**src/rtl/psst_pkg.sv**
```systemverilog
// ----------------------------------------------------------------------------
// psst_pkg: shared types and constants of the signal statistics table
// Item and entry layouts, item kinds, engine states and field limits.
// ----------------------------------------------------------------------------
package psst_pkg;

	localparam int TABLE_ENTRIES_DEF = 64;
	localparam int QUEUE_DEPTH       = 2;

	localparam int ADDR_W  = 48;
	localparam int CHAN_W  = 4;
	localparam int RSSI_W  = 8;
	localparam int SUM_W   = 32;
	localparam int COUNT_W = 24;

	localparam logic OP_ACCUMULATE = 1'b0;
	localparam logic OP_FLUSH      = 1'b1;

	localparam logic [COUNT_W-1:0] COUNT_MAX = {COUNT_W{1'b1}};
	localparam logic [SUM_W-1:0]   SUM_MAX   = {1'b0, {(SUM_W-1){1'b1}}};
	localparam logic [SUM_W-1:0]   SUM_MIN   = {1'b1, {(SUM_W-1){1'b0}}};

	typedef enum logic {
		KIND_ACC,
		KIND_FLUSH
	} kind_t;

	typedef struct packed {
		kind_t                     kind;
		logic [ADDR_W-1:0]         addr;
		logic [CHAN_W-1:0]         chan;
		logic signed [RSSI_W-1:0]  rssi;
	} item_t;

	typedef struct packed {
		logic [ADDR_W-1:0]         addr;
		logic [CHAN_W-1:0]         chan;
		logic [SUM_W-1:0]          sum;
		logic [COUNT_W-1:0]        count;
	} entry_t;

	typedef enum logic [2:0] {
		ST_IDLE,
		ST_SEARCH,
		ST_UPDATE,
		ST_APPEND,
		ST_FLUSH
	} state_t;

endpackage

```
**src/rtl/psst_in_if.sv**
```systemverilog
// ----------------------------------------------------------------------------
// psst_in_if: sample channel
// Valid/ready channel carrying one accumulate or flush item per beat.
// ----------------------------------------------------------------------------
interface psst_in_if;
	logic                                valid;
	logic                                ready;
	logic                                operation;
	logic [psst_pkg::ADDR_W-1:0]         sender_address;
	logic [psst_pkg::CHAN_W-1:0]         radio_channel;
	logic signed [psst_pkg::RSSI_W-1:0]  signal_strength;

	modport source (
		output valid, operation, sender_address, radio_channel, signal_strength,
		input  ready
	);
	modport sink (
		input  valid, operation, sender_address, radio_channel, signal_strength,
		output ready
	);
endinterface

```
**src/rtl/psst_front.sv**
```systemverilog
// ----------------------------------------------------------------------------
// psst_front: intake and item queue
// Takes sample beats, classifies them by operation and queues them for the
// table engine.
// ----------------------------------------------------------------------------
module psst_front (
	input  logic            clk,
	input  logic            arst_n,
	psst_in_if.sink         sample,
	output logic            item_valid,
	output psst_pkg::item_t item,
	input  logic            item_pop
);

	localparam int PTR_W = (psst_pkg::QUEUE_DEPTH > 1) ? $clog2(psst_pkg::QUEUE_DEPTH) : 1;
	localparam int CNT_W = $clog2(psst_pkg::QUEUE_DEPTH + 1);
	localparam logic [CNT_W-1:0] CNT_FULL = CNT_W'(psst_pkg::QUEUE_DEPTH);
	localparam logic [PTR_W-1:0] PTR_LAST = PTR_W'(psst_pkg::QUEUE_DEPTH - 1);

	psst_pkg::item_t  queue_q [psst_pkg::QUEUE_DEPTH];
	logic [PTR_W-1:0] wr_ptr_q;
	logic [PTR_W-1:0] rd_ptr_q;
	logic [CNT_W-1:0] cnt_q;
	logic             push;
	logic             pop;
	psst_pkg::item_t  in_item;

	assign sample.ready = (cnt_q != CNT_FULL);
	assign push         = sample.valid && sample.ready;
	assign pop          = item_pop && item_valid;
	assign item_valid   = (cnt_q != '0);
	assign item         = queue_q[rd_ptr_q];

	always_comb begin
		in_item.kind = (sample.operation == psst_pkg::OP_FLUSH) ?
		               psst_pkg::KIND_FLUSH : psst_pkg::KIND_ACC;
		in_item.addr = sample.sender_address;
		in_item.chan = sample.radio_channel;
		in_item.rssi = sample.signal_strength;
	end

	always_ff @(posedge clk) begin
		if (push) begin
			queue_q[wr_ptr_q] <= in_item;
		end
	end

	always_ff @(posedge clk or negedge arst_n) begin
		if (!arst_n) begin
			wr_ptr_q <= '0;
			rd_ptr_q <= '0;
			cnt_q    <= '0;
		end else begin
			if (push) begin
				wr_ptr_q <= (wr_ptr_q == PTR_LAST) ? '0 : wr_ptr_q + 1'b1;
			end
			if (pop) begin
				rd_ptr_q <= (rd_ptr_q == PTR_LAST) ? '0 : rd_ptr_q + 1'b1;
			end
			if (push && !pop) begin
				cnt_q <= cnt_q + 1'b1;
			end else if (pop && !push) begin
				cnt_q <= cnt_q - 1'b1;
			end
		end
	end

endmodule

```
**src/flat_wrapper.sv**
```systemverilog
// flat-port wrapper written by rule: the top's interface ports become plain ports
module psst_front_flat 
  (clk, arst_n, item_valid, item, item_pop, sample_valid, sample_operation, sample_sender_address, sample_radio_channel, sample_signal_strength, sample_ready);
  psst_in_if sample_i ();
  input  logic clk;
  input  logic arst_n;
  output logic item_valid;
  output psst_pkg::item_t item;
  input  logic item_pop;
  input wire logic [$bits(sample_i.valid)-1:0] sample_valid;
  input wire logic [$bits(sample_i.operation)-1:0] sample_operation;
  input wire logic [$bits(sample_i.sender_address)-1:0] sample_sender_address;
  input wire logic [$bits(sample_i.radio_channel)-1:0] sample_radio_channel;
  input wire logic [$bits(sample_i.signal_strength)-1:0] sample_signal_strength;
  output wire logic [$bits(sample_i.ready)-1:0] sample_ready;
  assign sample_i.valid = sample_valid;
  assign sample_i.operation = sample_operation;
  assign sample_i.sender_address = sample_sender_address;
  assign sample_i.radio_channel = sample_radio_channel;
  assign sample_i.signal_strength = sample_signal_strength;
  assign sample_ready = sample_i.ready;
  psst_front u_core (.clk(clk), .arst_n(arst_n), .sample(sample_i), .item_valid(item_valid), .item(item), .item_pop(item_pop));
endmodule
```
**config.mk**
```make
export PLATFORM = sky130hd
export DESIGN_NAME = psst_front_flat
export DESIGN_NICKNAME = d
export VERILOG_FILES = /design/src/rtl/psst_pkg.sv /design/src/rtl/psst_in_if.sv /design/src/rtl/psst_front.sv /design/src/flat_wrapper.sv
export SDC_FILE = /design/constraint.sdc
export NUM_CORES = 1
export LEC_CHECK = 0
export ABC_AREA = 1
export BUFFER_PORTS_ARGS = -buffer_cell sky130_fd_sc_hd__buf_2
export CAP_MARGIN = 20
export CORE_MARGIN = 2
export CORE_UTILIZATION = 30
export CTS_CLUSTER_SIZE = 10
export DETAILED_ROUTE_END_ITERATION = 10
export HOLD_SLACK_MARGIN = 0.15
export PLACE_DENSITY_LB_ADDON = 0.1
export SLEW_MARGIN = 20
export SYNTH_ARGS = -nofsm -noshare
export SYNTH_HDL_FRONTEND = slang
export SYNTH_SLANG_ARGS = --single-unit
```
**constraint.sdc**
```tcl
create_clock -name clk -period 8.4 [get_ports clk]
set_input_delay 1.68 -clock clk [delete_from_list [all_inputs] [get_ports clk]]
set_output_delay 1.68 -clock clk [all_outputs]
set_load 0.005 [all_outputs]
```
==> impl_metrics.yaml <==
power_and_ir_drop:
  p_sw_mw: 0.676
  p_leak_nw: 2.64
  p_sw_frac: 0.295
  p_seq_frac: 0.395
  vdd_ir_drop_max_mv: 0.158
  clkPwrFrac: 0.351
  power_density_nw_per_um2: 371
  combPwrFrac: 0.254
  internal_power_mw: 1.61
clocking:
  clock_path_buffers: 2
  cts.sinks: 126
  numCtsBuffers: 17
  cts-root-buf: "clkbuf_16"
  clkTransAtPathRegs_ns: 0.05
  clk_latency_ns: 0.41
  cts_setup_buffers: 0
  htreeDepth: 4
  hold_buffers: 0
  cts_resized: 0
  cts_tree: "yes"
critical_path:
  reg2reg_to: "u_core.queue_q[0][26]"
  cp_slowest_cell: "buf_4"
  worstSetupStartpointType: "flip-flop"
  arrival_ns: 2.26
  crit_chain: "buf_4 -> inv_6 -> nand2_1 -> nand2_1 -> buf_2"
  cp_slowest_stage_delay_ns: 0.58
  worst_ep_required_time_ns: 6.72
  crit_type: "flip-flop to primary output"
  cpMostUsedCell: "nand2_1"
  r2r_setup_slack_ns: 6.01
  worstRegToRegCells: 5
  crit_fanout: 62
  r2r-start: "u_core.cnt_q[0]"
  end_kind: "primary output"
placement:
  hpwl_um: 6000
  port_buffers: 127
  place_congestion: 0.672
  pre_cts_ws_ns: 4.80
status:
  outcome: "finished, final reports clean"
drt:
  wl_um: 9990
  drtAntennaViolNets: 0
  drtIter0Drc: 145
  drc_errors: 0
  wl_per_cell_um: 14.1
  vias: 2915
  first_pass_iters: 4
  vias_per_cell: 4.12
grt:
  grt_pass1_vias: 2937
  grt_pass1_wl_um: 15000
  antenna_found_initial: 1
  track_usage: 0.126
  grt_overflow: 0
  grt_max_degree: 63
floorplan:
  die_area_um2: 16700
  die_w_um: 129
  num_rows: 45
  io_pins: 128
  initial_core_util: 0.308
  die_height_um: 129
  core_area_um2: 15300
sta:
  hold_violations: 0
  worstMarginPinSlew_ns: 0.923
  rsz0062_at_grt: "false"
  tns_ns: 0
  period_minus_slack_ns: 3.94
  setup-violations-final: 0
  fin_crit_sh: 0.469
  clock_skew_ns: 0.00497
  finalWorstSetupSlack_ns: 4.46
  max_freq_mhz: 254
  relSlewSlack: 0.384
  drv_slew: 0
final_layout:
  fin_nets: 549
  multi_input_area_um2: 796
  diodes: 0
  drive_above_1_share: 0.329
  final-seq-area_um2: 3760
  syn_to_final_growth_pct: 31.2
  num-fill-cells: 1450
logic_synthesis:
  syn_area_per_cell_um2: 13.5
  synth.area.top_cells: "edfxtp_1 78%, nand2_1 15%, dfrtp_1 2.1%, buf_6 1.7%, buf_4 0.96%"
  yosysSeqAreaShare: 0.801
  netlist.area_leader.share: 0.780
  syn_inst: 347
  synth_warnings: 0
  ys_seq_elements: 126
  synth_area_um2: 4700
  yosys.area.top_type: "edfxtp_1"
  ys_types: 14
  syn_nets: 413
min_path:
  min_path_cells: 2
  hold_end: "u_core.cnt_q[1]"
  hold_class: "flip-flop to flip-flop"
  hp-start: "u_core.cnt_q[1]"
run:
  max_cap_violations: 0
## through the flow
step / util / hold WS, ns / power (mW) / cells / instance area [um^2]
floorplan: - / 0.462 / 1.28 / 347 / 4700
global placement: 0.361 / 0.478 / 1.52 / 675 / 5510
detailed placement: 0.361 / 0.480 / 1.52 / 675 / 5510
CTS: 0.404 / 0.493 / 2.34 / 707 / 6160
global route: 0.404 / 0.513 / 2.44 / 707 / 6160
finish: 0.404 / 0.498 / 2.29 / 707 / 6160
## state kept, by name, indices dropped and copies added, names as in the netlist
register,flops
u_core.rd_ptr_q,1
u_core.wr_ptr_q,1
u_core.cnt_q,2
u_core.queue_q,122
## cell families (layout without fill, tap and decap cells)
| logic type | after synthesis | count (layout) | synth area share |
|---|---|---|---|
| adders and majority gates | 1 | 1 | 0.00266 |
| xor gates and xnor gates | 2 | 2 | 0.00373 |
| DFF | 126 | 126 | 0.801 |
| buffers and inverters | 20 | 169 | 0.0330 |
| and+or+nand+nor | 198 | 198 | 0.160 |
## worst max path at each step
| stage | cells past startpoint | end | from |
|---|---|---|---|
| 6_report | 5 | item[56] | u_core.rd_ptr_q |
| 4_1_cts | 5 | item[42] | u_core.rd_ptr_q |
| 3_3_place_gp | 4 | u_core.queue_q[0][14] | sample_valid |
| 5_1_grt | 5 | item[56] | u_core.rd_ptr_q |
| 3_5_place_dp | 4 | u_core.queue_q[0][14] | sample_valid |
| 2_1_floorplan | 2 | u_core.queue_q[0][0] | sample_valid |
## routing by layer
layer,vias up,global-route usage,share of wire
met3,18,0.0520,0.067
li1,1441,-,-
met4,0,0.0684,0.025
met5,-,0,0
met2,83,0.204,0.49
met1,1373,0.141,0.42
## critical path: cells and delay by family, from the launching register on
family	cells	cell delay, ns
flops	1	0.54
buf+inv	3	1.06
simple gates	2	0.21
## placed cells by master (no fill, tap or decap), types with 2 or more instances in the layout
master,synthesis,final
clkinvlp_4,0,2
bufinv_16,0,6
buf_4,6,3
inv_1,6,6
nor2_4,0,2
clkinv_1,0,3
clkbuf_16,0,17
edfxtp_1,122,122
nand3_1,2,2
nand2_1,192,192
dfrtp_1,4,3
buf_2,0,127
clkinv_2,0,3
## power groups by stage
stage / Clock, mW / Combinational, mW / Sequential [mW]
detailed placement: 0 / 0.604 / 0.919
global placement: 0 / 0.600 / 0.915
floorplan: 0 / 0.367 / 0.912
CTS: 0.824 / 0.607 / 0.907
global route: 0.851 / 0.671 / 0.918
finish: 0.804 / 0.582 / 0.905
## area by class of cell
type | instances | share of cell area
well taps | 211 | 0.0428
inverters | 7 | 0.00507
multi-input cells | 201 | 0.129
repair buffers | 130 | 0.107
flip-flops and latches | 126 | 0.611
clock inverters | 14 | 0.0359
clock buffers | 18 | 0.0696
## Yosys cell counts
library cell	instances
buf_4	6
buf_6	7
dfrtp_1	4
edfxtp_1	122
ha_1	1
inv_1	6
inv_6	1
nand2_1	192
nand2_2	1
nand3_1	2
nand4_1	1
nor2_1	2
xnor2_1	1
xor2_1	1
No activity file was read; power rests on OpenSTA's default activity.
